--- config.mk ---
export PLATFORM = sky130hd
export DESIGN_NAME = streaming_sample_statistics
export DESIGN_NICKNAME = d
export VERILOG_FILES = /design/src/sss_pkg.sv /design/src/sss_front.sv /design/src/sss_queue.sv /design/src/sss_back.sv /design/src/streaming_sample_statistics.sv
export SDC_FILE = /design/constraint.sdc
export NUM_CORES = 2
export LEC_CHECK = 0
export BUFFER_PORTS_ARGS = -buffer_cell sky130_fd_sc_hd__buf_4
export CORE_MARGIN = 3
export CORE_UTILIZATION = 58
export CTS_CLUSTER_SIZE = 28
export DETAILED_ROUTE_END_ITERATION = 10
export PLACE_DENSITY = 0.87
export SETUP_SLACK_MARGIN = 0.1
export SYNTH_ARGS = -nofsm -noshare
export SYNTH_HDL_FRONTEND = slang
export SYNTH_SLANG_ARGS = --single-unit
--- constraint.sdc ---
create_clock -name clk_i -period 15.5 [get_ports clk_i]
set_input_delay 3.1 -clock clk_i [delete_from_list [all_inputs] [get_ports clk_i]]
set_output_delay 3.1 -clock clk_i [all_outputs]
set_load 0.01 [all_outputs]
--- src/sss_pkg.sv ---
// ---------------------------------------------------------------------------
// sss_pkg
// Shared widths, the set summary record and the back end state type for the
// streaming sample statistics block.
// ---------------------------------------------------------------------------
package sss_pkg;

  // Design constants
  localparam int COUNT_BITS    = 20;
  localparam int FRACTION_BITS = 8;

  // Field widths
  localparam int SAMPLE_W  = 16;
  localparam int TOTAL_W   = 36;
  localparam int AVG_W     = 24;
  localparam int VAR_W     = 38;
  localparam int DEV_W     = 23;
  localparam int CNT_OUT_W = 21;

  // Internal widths
  localparam int N_W       = COUNT_BITS + 1;          // count up to 2^COUNT_BITS
  localparam int SUM_W     = SAMPLE_W + COUNT_BITS;   // signed running sum
  localparam int MAG_W     = SUM_W;                   // |sum|
  localparam int SQ1_W     = 2 * SAMPLE_W - 1;        // one square, at most 2^30
  localparam int SQS_W     = SQ1_W + COUNT_BITS;      // sum of squares
  localparam int PROD_W    = N_W + SQS_W;             // n*sumsq and sum^2
  localparam int NSQ_W     = 2 * N_W;                 // n^2
  localparam int DIV_W     = PROD_W + 2 * FRACTION_BITS;
  localparam int AVG_NUM_W = MAG_W + FRACTION_BITS;
  localparam int ROOT_W    = DEV_W + 1;
  localparam int SQ_IN_W   = 2 * ROOT_W;

  // Iteration counts of the back end
  localparam int MUL_STEPS  = MAG_W;
  localparam int DIV_STEPS  = DIV_W;
  localparam int ROOT_STEPS = ROOT_W;
  localparam int STEP_W     = $clog2(DIV_STEPS);

  // Queue between front and back
  localparam int Q_DEPTH = 2;
  localparam int Q_PTR_W = (Q_DEPTH > 1) ? $clog2(Q_DEPTH) : 1;
  localparam int Q_CNT_W = $clog2(Q_DEPTH + 1);

  // Summary of one closed set
  typedef struct packed {
    logic signed [SAMPLE_W-1:0] minimum;
    logic signed [SAMPLE_W-1:0] maximum;
    logic signed [SUM_W-1:0]    total;
    logic [SQS_W-1:0]           square_sum;
    logic [N_W-1:0]             count;
    logic                       overflow;
  } sss_job_t;

  // Back end sequencer
  typedef enum logic [2:0] {
    BS_IDLE,
    BS_MUL,
    BS_DIFF,
    BS_DIV,
    BS_SPREP,
    BS_ROOT,
    BS_DONE
  } back_state_e;

endpackage

--- src/sss_front.sv ---
// ---------------------------------------------------------------------------
// sss_front
// Accepts one sample per cycle unless stalled, squares it, keeps the running
// min, max, sum, square sum, count; pushes a set summary on the last sample.
// ---------------------------------------------------------------------------
module sss_front (
  input  logic                                clk_i,
  input  logic                                rst_ni,
  input  logic                                in_valid_i,
  output logic                                in_stall_o,
  input  logic signed [sss_pkg::SAMPLE_W-1:0] sample_i,
  input  logic                                last_i,
  input  logic                                q_full_i,
  output logic                                push_o,
  output sss_pkg::sss_job_t                   job_o
);
  import sss_pkg::*;

  // Stage 1: registered sample and its square
  logic                       s1_valid_q, s1_valid_d;
  logic signed [SAMPLE_W-1:0] s1_sample_q;
  logic [SQ1_W-1:0]           s1_sq_q;
  logic                       s1_last_q;
  logic signed [2*SAMPLE_W-1:0] prod;
  logic                       advance;

  // Stage 2: accumulators
  logic signed [SAMPLE_W-1:0] min_q, min_d, max_q, max_d;
  logic signed [SUM_W-1:0]    sum_q, sum_d;
  logic [SQS_W-1:0]           sq_q, sq_d;
  logic [N_W-1:0]             cnt_q, cnt_d;
  logic                       ovf_q, ovf_d;
  logic signed [SUM_W-1:0]    sample_ext;
  logic                       full;
  logic                       first;

  // The pipe only halts when a closing item cannot enter the queue
  assign advance    = !(s1_valid_q && s1_last_q && q_full_i);
  assign in_stall_o = !advance;
  assign s1_valid_d = advance ? in_valid_i : s1_valid_q;
  assign prod       = sample_i * sample_i;

  always_ff @(posedge clk_i or negedge rst_ni) begin
    if (!rst_ni) begin
      s1_valid_q <= 1'b0;
    end else begin
      s1_valid_q <= s1_valid_d;
    end
  end

  always_ff @(posedge clk_i) begin
    if (advance && in_valid_i) begin
      s1_sample_q <= sample_i;
      s1_sq_q     <= prod[SQ1_W-1:0];
      s1_last_q   <= last_i;
    end
  end

  // Next accumulator values for the item in stage 1
  assign full       = cnt_q[COUNT_BITS];
  assign first      = (cnt_q == '0);
  assign sample_ext = {{COUNT_BITS{s1_sample_q[SAMPLE_W-1]}}, s1_sample_q};

  always_comb begin
    min_d = min_q;
    max_d = max_q;
    sum_d = sum_q;
    sq_d  = sq_q;
    cnt_d = cnt_q;
    ovf_d = ovf_q;
    if (full) begin
      ovf_d = 1'b1;   // dropped sample
    end else begin
      if (first || (s1_sample_q < min_q)) min_d = s1_sample_q;
      if (first || (s1_sample_q > max_q)) max_d = s1_sample_q;
      sum_d = sum_q + sample_ext;
      sq_d  = sq_q + SQS_W'(s1_sq_q);
      cnt_d = cnt_q + N_W'(1);
    end
  end

  // Summary handed to the queue
  assign push_o = s1_valid_q && s1_last_q && !q_full_i;
  always_comb begin
    job_o.minimum    = min_d;
    job_o.maximum    = max_d;
    job_o.total      = sum_d;
    job_o.square_sum = sq_d;
    job_o.count      = cnt_d;
    job_o.overflow   = ovf_d;
  end

  // Accumulators, cleared when a set closes
  always_ff @(posedge clk_i or negedge rst_ni) begin
    if (!rst_ni) begin
      min_q <= '0;
      max_q <= '0;
      sum_q <= '0;
      sq_q  <= '0;
      cnt_q <= '0;
      ovf_q <= 1'b0;
    end else if (s1_valid_q && advance) begin
      if (s1_last_q) begin
        min_q <= '0;
        max_q <= '0;
        sum_q <= '0;
        sq_q  <= '0;
        cnt_q <= '0;
        ovf_q <= 1'b0;
      end else begin
        min_q <= min_d;
        max_q <= max_d;
        sum_q <= sum_d;
        sq_q  <= sq_d;
        cnt_q <= cnt_d;
        ovf_q <= ovf_d;
      end
    end
  end

endmodule

--- src/sss_queue.sv ---
// ---------------------------------------------------------------------------
// sss_queue
// Short FIFO of set summaries between the front and the back end.
// ---------------------------------------------------------------------------
module sss_queue (
  input  logic              clk_i,
  input  logic              rst_ni,
  input  logic              push_i,
  input  sss_pkg::sss_job_t push_job_i,
  output logic              full_o,
  input  logic              pop_i,
  output logic              valid_o,
  output sss_pkg::sss_job_t head_o
);
  import sss_pkg::*;

  sss_job_t             mem_q [Q_DEPTH];
  logic [Q_PTR_W-1:0]   wr_q, rd_q;
  logic [Q_CNT_W-1:0]   cnt_q;

  assign full_o  = (cnt_q == Q_CNT_W'(Q_DEPTH));
  assign valid_o = (cnt_q != '0);
  assign head_o  = mem_q[rd_q];

  // Pointers and fill level
  always_ff @(posedge clk_i or negedge rst_ni) begin
    if (!rst_ni) begin
      wr_q  <= '0;
      rd_q  <= '0;
      cnt_q <= '0;
    end else begin
      if (push_i) begin
        wr_q <= (wr_q == Q_PTR_W'(Q_DEPTH - 1)) ? '0 : wr_q + Q_PTR_W'(1);
      end
      if (pop_i) begin
        rd_q <= (rd_q == Q_PTR_W'(Q_DEPTH - 1)) ? '0 : rd_q + Q_PTR_W'(1);
      end
      if (push_i && !pop_i) begin
        cnt_q <= cnt_q + Q_CNT_W'(1);
      end else if (pop_i && !push_i) begin
        cnt_q <= cnt_q - Q_CNT_W'(1);
      end
    end
  end

  // Storage
  always_ff @(posedge clk_i) begin
    if (push_i) begin
      mem_q[wr_q] <= push_job_i;
    end
  end

endmodule

--- src/sss_back.sv ---
// ---------------------------------------------------------------------------
// sss_back
// Works one set summary at a time: shift-add products for n*sumsq and sum^2,
// bit-serial restoring division for mean and variance, digit-by-digit square
// root for the deviation, then saturation into the output register.
// ---------------------------------------------------------------------------
module sss_back (
  input  logic                                 clk_i,
  input  logic                                 rst_ni,
  input  logic                                 q_valid_i,
  input  sss_pkg::sss_job_t                    job_i,
  output logic                                 pop_o,
  output logic                                 out_valid_o,
  input  logic                                 out_stall_i,
  output logic signed [sss_pkg::SAMPLE_W-1:0]  minimum_o,
  output logic signed [sss_pkg::SAMPLE_W-1:0]  maximum_o,
  output logic signed [sss_pkg::TOTAL_W-1:0]   total_o,
  output logic signed [sss_pkg::AVG_W-1:0]     average_q8_o,
  output logic [sss_pkg::VAR_W-1:0]            spread_q8_o,
  output logic [sss_pkg::DEV_W-1:0]            deviation_q8_o,
  output logic [sss_pkg::CNT_OUT_W-1:0]        sample_count_o,
  output logic                                 count_overflow_o
);
  import sss_pkg::*;

  localparam int AW  = AVG_NUM_W + AVG_W;
  localparam int VW  = DIV_W + VAR_W;
  localparam int SW  = DIV_W + SQ_IN_W;
  localparam int CW  = N_W + CNT_OUT_W;
  localparam int TWW = SUM_W + TOTAL_W;

  back_state_e         state_q, state_d;
  logic [STEP_W-1:0]   step_q, step_d;
  logic                step_zero;
  logic                out_free;
  logic                out_load;
  logic                out_valid_q, out_valid_d;

  // Working registers
  sss_job_t            job_q;
  logic [MAG_W-1:0]    mag_q, mag_in;
  logic [PROD_W-1:0]   mp_add_q, ms_add_q, acc_p_q, acc_s_q;
  logic [N_W-1:0]      mp_mul_q;
  logic [MAG_W-1:0]    ms_mul_q;
  logic [NSQ_W-1:0]    nsq_q;
  logic [DIV_W-1:0]    dv_num_q, dv_quo_q, av_num_q;
  logic [NSQ_W-1:0]    dv_rem_q;
  logic [N_W-1:0]      av_rem_q;
  logic [AVG_NUM_W-1:0] av_quo_q;
  logic [SQ_IN_W-1:0]  sq_op_q;
  logic [ROOT_W:0]     sq_rem_q;
  logic [ROOT_W-1:0]   root_q;

  // Step datapath signals
  logic [NSQ_W:0]      dv_r2, dv_diff;
  logic                dv_ge;
  logic [N_W:0]        av_r2, av_diff;
  logic                av_ge;
  logic [ROOT_W+2:0]   sq_r2, sq_trial, sq_diff;
  logic                sq_ge;
  logic [SW-1:0]       sq_in_w;
  logic [SQ_IN_W-1:0]  sq_in;

  // Final saturation
  logic [AW-1:0]       avg_w, avg_lim;
  logic [AVG_W-1:0]    avg_c;
  logic [DIV_W-1:0]    var_raw;
  logic [VW-1:0]       var_w;
  logic [CW-1:0]       cnt_w;
  logic signed [TWW-1:0] tot_w, tot_hi, tot_lo, tot_c;
  logic                neg;

  assign step_zero = (step_q == '0);
  assign out_free  = !out_valid_q || !out_stall_i;

  // Next state
  always_comb begin
    state_d = state_q;
    case (state_q)
      BS_IDLE:  if (q_valid_i) state_d = BS_MUL;
      BS_MUL:   if (step_zero) state_d = BS_DIFF;
      BS_DIFF:  state_d = BS_DIV;
      BS_DIV:   if (step_zero) state_d = BS_SPREP;
      BS_SPREP: state_d = BS_ROOT;
      BS_ROOT:  if (step_zero) state_d = BS_DONE;
      BS_DONE:  if (out_free) state_d = BS_IDLE;
      default:  state_d = BS_IDLE;
    endcase
  end

  // Sequencer outputs
  always_comb begin
    pop_o    = 1'b0;
    out_load = 1'b0;
    step_d   = step_q;
    case (state_q)
      BS_IDLE: begin
        pop_o  = q_valid_i;
        step_d = STEP_W'(MUL_STEPS - 1);
      end
      BS_MUL, BS_DIV, BS_ROOT: begin
        step_d = step_q - STEP_W'(1);
      end
      BS_DIFF:  step_d = STEP_W'(DIV_STEPS - 1);
      BS_SPREP: step_d = STEP_W'(ROOT_STEPS - 1);
      BS_DONE:  out_load = out_free;
      default: begin
        pop_o = 1'b0;
      end
    endcase
  end

  assign out_valid_d = out_load ? 1'b1 : (out_stall_i ? out_valid_q : 1'b0);

  always_ff @(posedge clk_i or negedge rst_ni) begin
    if (!rst_ni) begin
      state_q     <= BS_IDLE;
      step_q      <= '0;
      out_valid_q <= 1'b0;
    end else begin
      state_q     <= state_d;
      step_q      <= step_d;
      out_valid_q <= out_valid_d;
    end
  end

  // Magnitude of the sum at pop
  assign mag_in = job_i.total[SUM_W-1] ? MAG_W'(~job_i.total + SUM_W'(1))
                                       : MAG_W'(job_i.total);

  // Restoring division steps: variance by n^2, mean by n
  assign dv_r2   = {dv_rem_q, dv_num_q[DIV_W-1]};
  assign dv_diff = dv_r2 - {1'b0, nsq_q};
  assign dv_ge   = (dv_r2 >= {1'b0, nsq_q});
  assign av_r2   = {av_rem_q, av_num_q[DIV_W-1]};
  assign av_diff = av_r2 - {1'b0, job_q.count};
  assign av_ge   = (av_r2 >= {1'b0, job_q.count});

  // Square root step, two operand bits per cycle
  assign sq_r2    = {sq_rem_q, sq_op_q[SQ_IN_W-1 -: 2]};
  assign sq_trial = {1'b0, root_q, 2'b01};
  assign sq_diff  = sq_r2 - sq_trial;
  assign sq_ge    = (sq_r2 >= sq_trial);

  // Variance with fraction bits, clamped into the root operand
  assign sq_in_w = SW'(dv_quo_q);
  assign sq_in   = (sq_in_w > SW'({SQ_IN_W{1'b1}})) ? {SQ_IN_W{1'b1}} : sq_in_w[SQ_IN_W-1:0];

  always_ff @(posedge clk_i) begin
    case (state_q)
      BS_IDLE: begin
        if (q_valid_i) begin
          job_q    <= job_i;
          mag_q    <= mag_in;
          acc_p_q  <= '0;
          acc_s_q  <= '0;
          mp_add_q <= PROD_W'(job_i.square_sum);
          mp_mul_q <= job_i.count;
          ms_add_q <= PROD_W'(mag_in);
          ms_mul_q <= mag_in;
        end
      end
      BS_MUL: begin
        if (mp_mul_q[0]) acc_p_q <= acc_p_q + mp_add_q;
        if (ms_mul_q[0]) acc_s_q <= acc_s_q + ms_add_q;
        mp_add_q <= mp_add_q << 1;
        ms_add_q <= ms_add_q << 1;
        mp_mul_q <= mp_mul_q >> 1;
        ms_mul_q <= ms_mul_q >> 1;
      end
      BS_DIFF: begin
        dv_num_q <= DIV_W'(acc_p_q - acc_s_q) << (2 * FRACTION_BITS);
        av_num_q <= DIV_W'(mag_q) << FRACTION_BITS;
        nsq_q    <= job_q.count * job_q.count;
        dv_rem_q <= '0;
        dv_quo_q <= '0;
        av_rem_q <= '0;
        av_quo_q <= '0;
      end
      BS_DIV: begin
        dv_rem_q <= dv_ge ? dv_diff[NSQ_W-1:0] : dv_r2[NSQ_W-1:0];
        dv_quo_q <= {dv_quo_q[DIV_W-2:0], dv_ge};
        dv_num_q <= dv_num_q << 1;
        av_rem_q <= av_ge ? av_diff[N_W-1:0] : av_r2[N_W-1:0];
        av_quo_q <= {av_quo_q[AVG_NUM_W-2:0], av_ge};
        av_num_q <= av_num_q << 1;
      end
      BS_SPREP: begin
        sq_op_q  <= sq_in;
        sq_rem_q <= '0;
        root_q   <= '0;
      end
      BS_ROOT: begin
        sq_rem_q <= sq_ge ? sq_diff[ROOT_W:0] : sq_r2[ROOT_W:0];
        root_q   <= {root_q[ROOT_W-2:0], sq_ge};
        sq_op_q  <= sq_op_q << 2;
      end
      default: begin
        job_q <= job_q;
      end
    endcase
  end

  // Saturation of the results
  assign neg     = job_q.total[SUM_W-1];
  assign avg_w   = AW'(av_quo_q);
  assign avg_lim = neg ? AW'(2 ** (AVG_W - 1)) : AW'(2 ** (AVG_W - 1) - 1);
  assign avg_c   = (avg_w > avg_lim) ? avg_lim[AVG_W-1:0] : avg_w[AVG_W-1:0];

  assign var_raw = dv_quo_q >> FRACTION_BITS;
  assign var_w   = VW'(var_raw);
  assign cnt_w   = CW'(job_q.count);

  assign tot_w  = TWW'(job_q.total);
  assign tot_hi = {{(SUM_W + 1){1'b0}}, {(TOTAL_W - 1){1'b1}}};
  assign tot_lo = {{(SUM_W + 1){1'b1}}, {(TOTAL_W - 1){1'b0}}};
  assign tot_c  = (tot_w > tot_hi) ? tot_hi : ((tot_w < tot_lo) ? tot_lo : tot_w);

  // Output register
  always_ff @(posedge clk_i) begin
    if (out_load) begin
      minimum_o        <= job_q.minimum;
      maximum_o        <= job_q.maximum;
      total_o          <= tot_c[TOTAL_W-1:0];
      average_q8_o     <= neg ? (~avg_c + AVG_W'(1)) : avg_c;
      spread_q8_o      <= (var_w > VW'({VAR_W{1'b1}})) ? {VAR_W{1'b1}} : var_w[VAR_W-1:0];
      deviation_q8_o   <= root_q[ROOT_W-1] ? {DEV_W{1'b1}} : root_q[DEV_W-1:0];
      sample_count_o   <= (cnt_w > CW'({CNT_OUT_W{1'b1}})) ? {CNT_OUT_W{1'b1}}
                                                           : cnt_w[CNT_OUT_W-1:0];
      count_overflow_o <= job_q.overflow;
    end
  end

  assign out_valid_o = out_valid_q;

endmodule

--- src/streaming_sample_statistics.sv ---
// ---------------------------------------------------------------------------
// streaming_sample_statistics
// Min, max, sum, mean, population variance and standard deviation of a
// stream of signed 16-bit samples, one result per set.
// ---------------------------------------------------------------------------
// Usage:
//   Input channel (in_valid_i / in_stall_o) carries one sample per item; the
//   item with last_i set closes the set. One sample per cycle unless stalled.
//   Output channel (out_valid_o / out_stall_i) carries one result per set.
//   The back end is built from serial units: 36 shift-add steps for n*sumsq
//   and sum^2, 88 restoring division steps (mean and variance side by side)
//   and 24 square root steps, worked on one set at a time.
//   Two closed sets can wait in the queue; while it is full and another set
//   closes, in_stall_o rises until the back end frees an entry.
//   A stalled result holds in the output register; the back end finishes
//   the next set and waits for that register to drain.
//   More than 2^20 samples in a set: extra samples are dropped and
//   count_overflow_o is set with the result.
//   Reset clears all accumulators, the queue and the output valid.
// ---------------------------------------------------------------------------
module streaming_sample_statistics (
  input  logic                                 clk_i,
  input  logic                                 rst_ni,
  input  logic                                 in_valid_i,
  output logic                                 in_stall_o,
  input  logic signed [sss_pkg::SAMPLE_W-1:0]  sample_i,
  input  logic                                 last_i,
  output logic                                 out_valid_o,
  input  logic                                 out_stall_i,
  output logic signed [sss_pkg::SAMPLE_W-1:0]  minimum_o,
  output logic signed [sss_pkg::SAMPLE_W-1:0]  maximum_o,
  output logic signed [sss_pkg::TOTAL_W-1:0]   total_o,
  output logic signed [sss_pkg::AVG_W-1:0]     average_q8_o,
  output logic [sss_pkg::VAR_W-1:0]            spread_q8_o,
  output logic [sss_pkg::DEV_W-1:0]            deviation_q8_o,
  output logic [sss_pkg::CNT_OUT_W-1:0]        sample_count_o,
  output logic                                 count_overflow_o
);
  import sss_pkg::*;

  logic     push, q_full, q_valid, pop;
  sss_job_t push_job, head_job;

  // Front: accumulate samples
  sss_front u_front (
    .clk_i      (clk_i),
    .rst_ni     (rst_ni),
    .in_valid_i (in_valid_i),
    .in_stall_o (in_stall_o),
    .sample_i   (sample_i),
    .last_i     (last_i),
    .q_full_i   (q_full),
    .push_o     (push),
    .job_o      (push_job)
  );

  // Queue of closed sets
  sss_queue u_queue (
    .clk_i      (clk_i),
    .rst_ni     (rst_ni),
    .push_i     (push),
    .push_job_i (push_job),
    .full_o     (q_full),
    .pop_i      (pop),
    .valid_o    (q_valid),
    .head_o     (head_job)
  );

  // Back: products, divisions, square root
  sss_back u_back (
    .clk_i            (clk_i),
    .rst_ni           (rst_ni),
    .q_valid_i        (q_valid),
    .job_i            (head_job),
    .pop_o            (pop),
    .out_valid_o      (out_valid_o),
    .out_stall_i      (out_stall_i),
    .minimum_o        (minimum_o),
    .maximum_o        (maximum_o),
    .total_o          (total_o),
    .average_q8_o     (average_q8_o),
    .spread_q8_o      (spread_q8_o),
    .deviation_q8_o   (deviation_q8_o),
    .sample_count_o   (sample_count_o),
    .count_overflow_o (count_overflow_o)
  );

endmodule

# == Yosys cells after proc, flatten, opt, wreduce, memory -nomap -nowiden ==
# Memories as Yosys holds them, arrays and structs flattened.
# Index checks and enable logic that the tools add are counted.
# W data, S select, Z words.
# totals
wordCells,186
inputBits,21
regBits,1361
latchBits,0
out_inout_bits,177
mem_bits_rw,282
mem_count,1
rom_bits,0
# mem_list
memory,depth,word_bits,read_ports,rd_clocked_by_memory_dff,write_ports,line,rtl
u_queue.mem_q,2,141,1,0,1,sss_queue.sv:17,sss_job_t mem_q [Q_DEPTH];
# classes
shifts,0
n_reduce_logical,31
magnitude_cmp,11
n_mul,2
n_eq_ne,15
n_div,0
n_bitwise,2
mux,62
addsub,16
# op_table
operator,count
$pmux W72 S2,4
$pmux W88 S2,3
$mux W72,5
$mux W36,5
$add A72 B72 Y72,2
$mux W51,2
$mux W16,6
$pmux W48 S2,1
$gt A88 B48 Y1 const B,1
$pmux W44 S2,1
$mux W21,4
$pmux W21 S2,2
$pmux W42 S2,1
$gt A80 B38 Y1 const B,1
$mux W24,3
$pmux W36 S2,1
$sub A72 B72 Y72,1
$gt A44 B68 Y1,1
$add A51 B31 Y51,1
$pmux W25 S2,1
$mux W48,1
$pmux W24 S2,1
$ge A43 B42 Y1,1
$mul A21 B21 Y42,1
45 further kinds,89

# == Logic depth before layout (Yosys ltp) ==
# logic_depth
depth_word,7
depth_mapped,30
mapped_depth_nobuf,29

# == Modules after synthesis ==
# A second synthesis with hierarchy kept.
# unflattened
cells_unflattened,10029
hier_area_um2,106676.1
# by_module_without_submodules
mod,area_per_inst_um2,instances,cells_per_inst,seq_area_each_um2
sss_back,73640.6,1,7060,34207.8
sss_front,22347.7,1,2514,4934.7
sss_queue,10687.8,1,455,8568.2

# == Worst setup path before layout ==
# OpenSTA, ideal clock, no wires.
# synth_path
path_kind,in2reg
startpoint,input port out_stall_i
endpoint,register u_back.average_q8_o[0] (netlist bit) (enable)
setup_ps,960
stages,2
arrival_time_ps,15754
required_ps,14540
slack_ps,-1215
n_path_buf,0
cell_sequence,nand2_1 nor3b_1
# synth_between
elab_chain_cells,3
# synth_lines
item,line,rtl
from (decl),streaming_sample_statistics.sv:29,"input logic out_stall_i,"
$logic_not A1 Y1,sss_back.sv:74,assign out_free = !out_valid_q || !out_stall_i;
$logic_or A1 B1 Y1,sss_back.sv:74,
$mux W1,sss_back.sv:96,case (state_q)
via u_back.out_load,sss_back.sv:36,logic out_load;
to (signal assigned),sss_back.sv:225,average_q8_o <= neg ? (~avg_c + AVG_W'(1)) : avg_c;
to (decl),sss_back.sv:18,"output logic signed [sss_pkg::AVG_W-1:0] average_q8_o,"
# The timed path passes the listed nets, and every way through them passes these cells.
# A chain may end at the register's enable or synchronous reset.

# == Worst setup path after layout ==
# layout_path
startpoint,register u_back.job_q (netlist bit u_back.cnt_w[14])
endpoint,register u_back.nsq_q[41] (data pin)
# layout_between
elab_chain_cells,1
# layout_lines
item,line,rtl
from (decl),sss_back.sv:40,sss_job_t job_q;
from (signal assigned),sss_back.sv:153,job_q <= job_i;
from (signal assigned),sss_back.sv:199,job_q <= job_q;
$mul A21 B21 Y42,sss_back.sv:174,nsq_q <= job_q.count * job_q.count;
to (signal assigned),sss_back.sv:174,
to (decl),sss_back.sv:45,logic [NSQ_W-1:0] nsq_q;
# Every way passes these cells.

==> results.cfg <==
[global_routing]
grt_antenna_before_repair = 1
overflow = 0
grt_pass1_wl_um = 409000
grt_pass1_vias = 76200
largest_net_degree_at_the_start_of_global_routing = 220
total_track_usage = 0.274

[floorplan]
fp.dieW_um = 433
die_y_um = 433
initial_utilization = 0.588
ioPinCount = 198
placement_rows = 155
floorplan.die_area_sq_mm = 0.187
design.core.area_sq_mm = 0.180

[clock_tree]
cts_sinks = 1615
postCtsResizedCells = 0
clock_latency_on_the_worst_skew_pair_ps = 840
clock_tree_from_tritoncts = done
cts_made_buffers = 165
number_of_buffers_inserted_for_hold_repair_after_clock_tree_synthesis = 0
count_of_h_tree_levels_built_during_cts = 4
clock_tree.buffer_depth = 3
clk_pin_slew_ps = 60
ctsRootBufferMaster = clkbuf_16
post_cts_buffers = 0

[route]
wl_per_cell_um = 21.1
final_wirelength_um = 259000
drt_pre_antenna_iters = 7
drcViolationCount = 0
detail_route.vias_per_cell = 6.11
postRouteAntennaNets = 0
drt_iter0_drc = 6875
total_number_of_vias = 75100
met2RoutedLength_um = 127000
m1WireLength_um = 101000
highest_layer = met4
detailroute.wirelength.met3_um = 18100

[final_layout]
post_route_cells_drive_above_1_share = 0.0794
nNetsFinal = 11000
area_delta_synth_final_pct = 8.65

[timing]
final_period_demand_of_the_worst_path_ps = 9020
period_share = 0.582
fmaxAchievable_ghz = 0.111
worstMarginPinSlew_ps = 1280
total_negative_slack_for_setup_checks_ps = 0
grt_setup_unrepaired = false
final-setup-viol-count = 0
drv_slew = 0
max_slew_margin = 0.143
hold_viol = 0
clock-skew-final_ps = 70.1

[placed_design]
dp_hpwl_um = 186000
port-buffer-count = 197
place.gp.congestion = 0.961

[run]
maxCapViolations = 0

[hold_path]
min_from = u_back.job_q[105]
whs_path_depth = 0
worst_hold_path_type = reg -> reg

[critical_path]
worstSetupPathDepth = 27
critical_path.top_delay_family = adder cells
crit_path_end_kind = flip-flop
start_kind = flip-flop
slowest_delay_ps = 900
timing.rr.start = u_back.cnt_w[14]
cp_num_buf_inv = 7
startpoint = u_back.cnt_w[14]
critical_path_arrival_ps = 9600
cp_max_fo = 16
cell_at_the_slowest_stage_of_the_critical_path = edfxtp_1
worst-r2r-cell-count = 27
critical_path_required_ps = 16080
critPathKind = reg -> reg

[outcome]
run_status = finished, final reports clean

[synthesis]
ys_ff_latch = 1615
syn_area_per_cell_sq_um = 10.8
synth-main-ff-cell = edfxtp_1
netlist_area_sq_mm = 0.106
share_of_synthesized_flip_flops_with_an_asynchronous_set_or_reset = 0.0972
synth-edff-count = 1458
ys_seq_area_frac = 0.452
synthesis.instances = 9805
synth_cell_types = 109
synth.yosys.warnings = 0
synthesis.nets = 11000
==> flip-flops by register name, summed over array words and instances, names as in the netlist, 30 cells and up <==
| register | count |
|---|---|
| u_back.dv_quo_q | 88 |
| u_back.mag_q | 36 |
| u_back.total_o | 36 |
| u_back.dv_rem_q | 42 |
| u_front.sum_q | 36 |
| u_front.s1_sq_q | 30 |
| u_back.mp_add_q | 72 |
| u_back.ms_mul_q | 36 |
| u_back.job_q | 68 |
| u_front.sq_q | 51 |
| u_back.dv_num_q | 72 |
| u_back.av_num_q | 80 |
| u_back.av_quo_q | 44 |
| u_queue.mem_q | 282 |
| u_back.ms_add_q | 72 |
| u_back.acc_p_q | 72 |
| u_back.nsq_q | 41 |
| u_back.sq_op_q | 48 |
| u_back.acc_s_q | 72 |
| u_back.spread_q8_o | 38 |
==> cell type report <==
cell class,count,area (sq um)
repair buffers,266,2040
inverters,1061,3990
flip-flops and latches,1615,47700
diodes,4,10.0
fillers,12900,64900
clock inverters,95,1150
multi-input cells,6680,52200
well taps,2355,2950
clock buffers,217,4610
==> per-stage QoR <==
step / util / area, sq um / hold WS (ps) / worst slack (ps) / cells
6_report: 0.638 / 115000 / 417 / 6480 / 12300
5_1_grt: 0.638 / 115000 / 420 / 6130 / 12300
4_1_cts: 0.638 / 115000 / 417 / 6550 / 12300
3_5_place_dp: 0.606 / 109000 / 405 / 5690 / 12000
3_3_place_gp: 0.606 / 109000 / 402 / 5680 / 12000
2_1_floorplan: - / 106000 / 400 / 2210 / 9805
==> metal layers <==
layer  GRT usage  vias to the layer above
met3      0.0413                      802
met5           0                        -
met1       0.345                    36700
met4       0.132                        0
li1            -                    34300
met2       0.467                     3255
==> path summary, 6_finish.rpt <==
check,endpoint,slack (ps)
setup / recovery,u_back.nsq_q[41],6480
hold / removal,u_back.total_o[32],420
setup reg to reg,u_back.nsq_q[41],6480
hold reg to reg,u_back.total_o[32],420
max in group asynchronous,u_back.state_q[0],11880
min in group asynchronous,u_front.max_q[11],2210
==> cell families (layout without fill, tap and decap cells) <==
group / count (synthesis) / count (layout) / synth area share
compound gates: 1953 / 1953 / 0.119
xor+xnor: 482 / 482 / 0.0400
flops: 1615 / 1615 / 0.452
other cells: 0 / 4 / 0
buf+inv: 1510 / 1639 / 0.0545
fa+ha+maj: 1218 / 1218 / 0.184
simple gates: 2761 / 2761 / 0.124
mux: 266 / 266 / 0.0266
==> synth_stat cells (all sizes together) (110+ instances only) <==
master | instances | area, sq um
mux2 | 110 | 1240
nor2 | 860 | 3230
a21o | 290 | 2180
xnor2 | 309 | 2710
a21oi | 551 | 2760
nor3 | 118 | 642
edfxtp | 1458 | 43800
and3 | 283 | 1780
xor2 | 173 | 1520
dfrtp | 157 | 3930
and2 | 135 | 845
ha | 666 | 8330
fa | 552 | 11100
clkbuf | 395 | 1480
nand2 | 827 | 3110
mux2i | 156 | 1570
inv | 1057 | 3970
o21ai | 463 | 2320
==> cells in the final DEF (no fill, tap or decap), types with 154 or more instances in the layout <==
master     synthesis  routed
mux2i_1          155     155
and3_1           282     282
ha_1             666     666
dfrtp_1          157     154
xor2_1           173     173
nand2_1          826     818
a21o_1           290     290
buf_4              4     262
nor2_1           860     857
inv_1           1054    1053
a21oi_1          550     550
xnor2_1          309     309
edfxtp_1        1458    1458
o21ai_0          415     415
fa_1             552     552
clkbuf_16          0     169
Power is not shown: default switching activity piles up to over one toggle a cycle in this logic, so the estimate is an artifact.
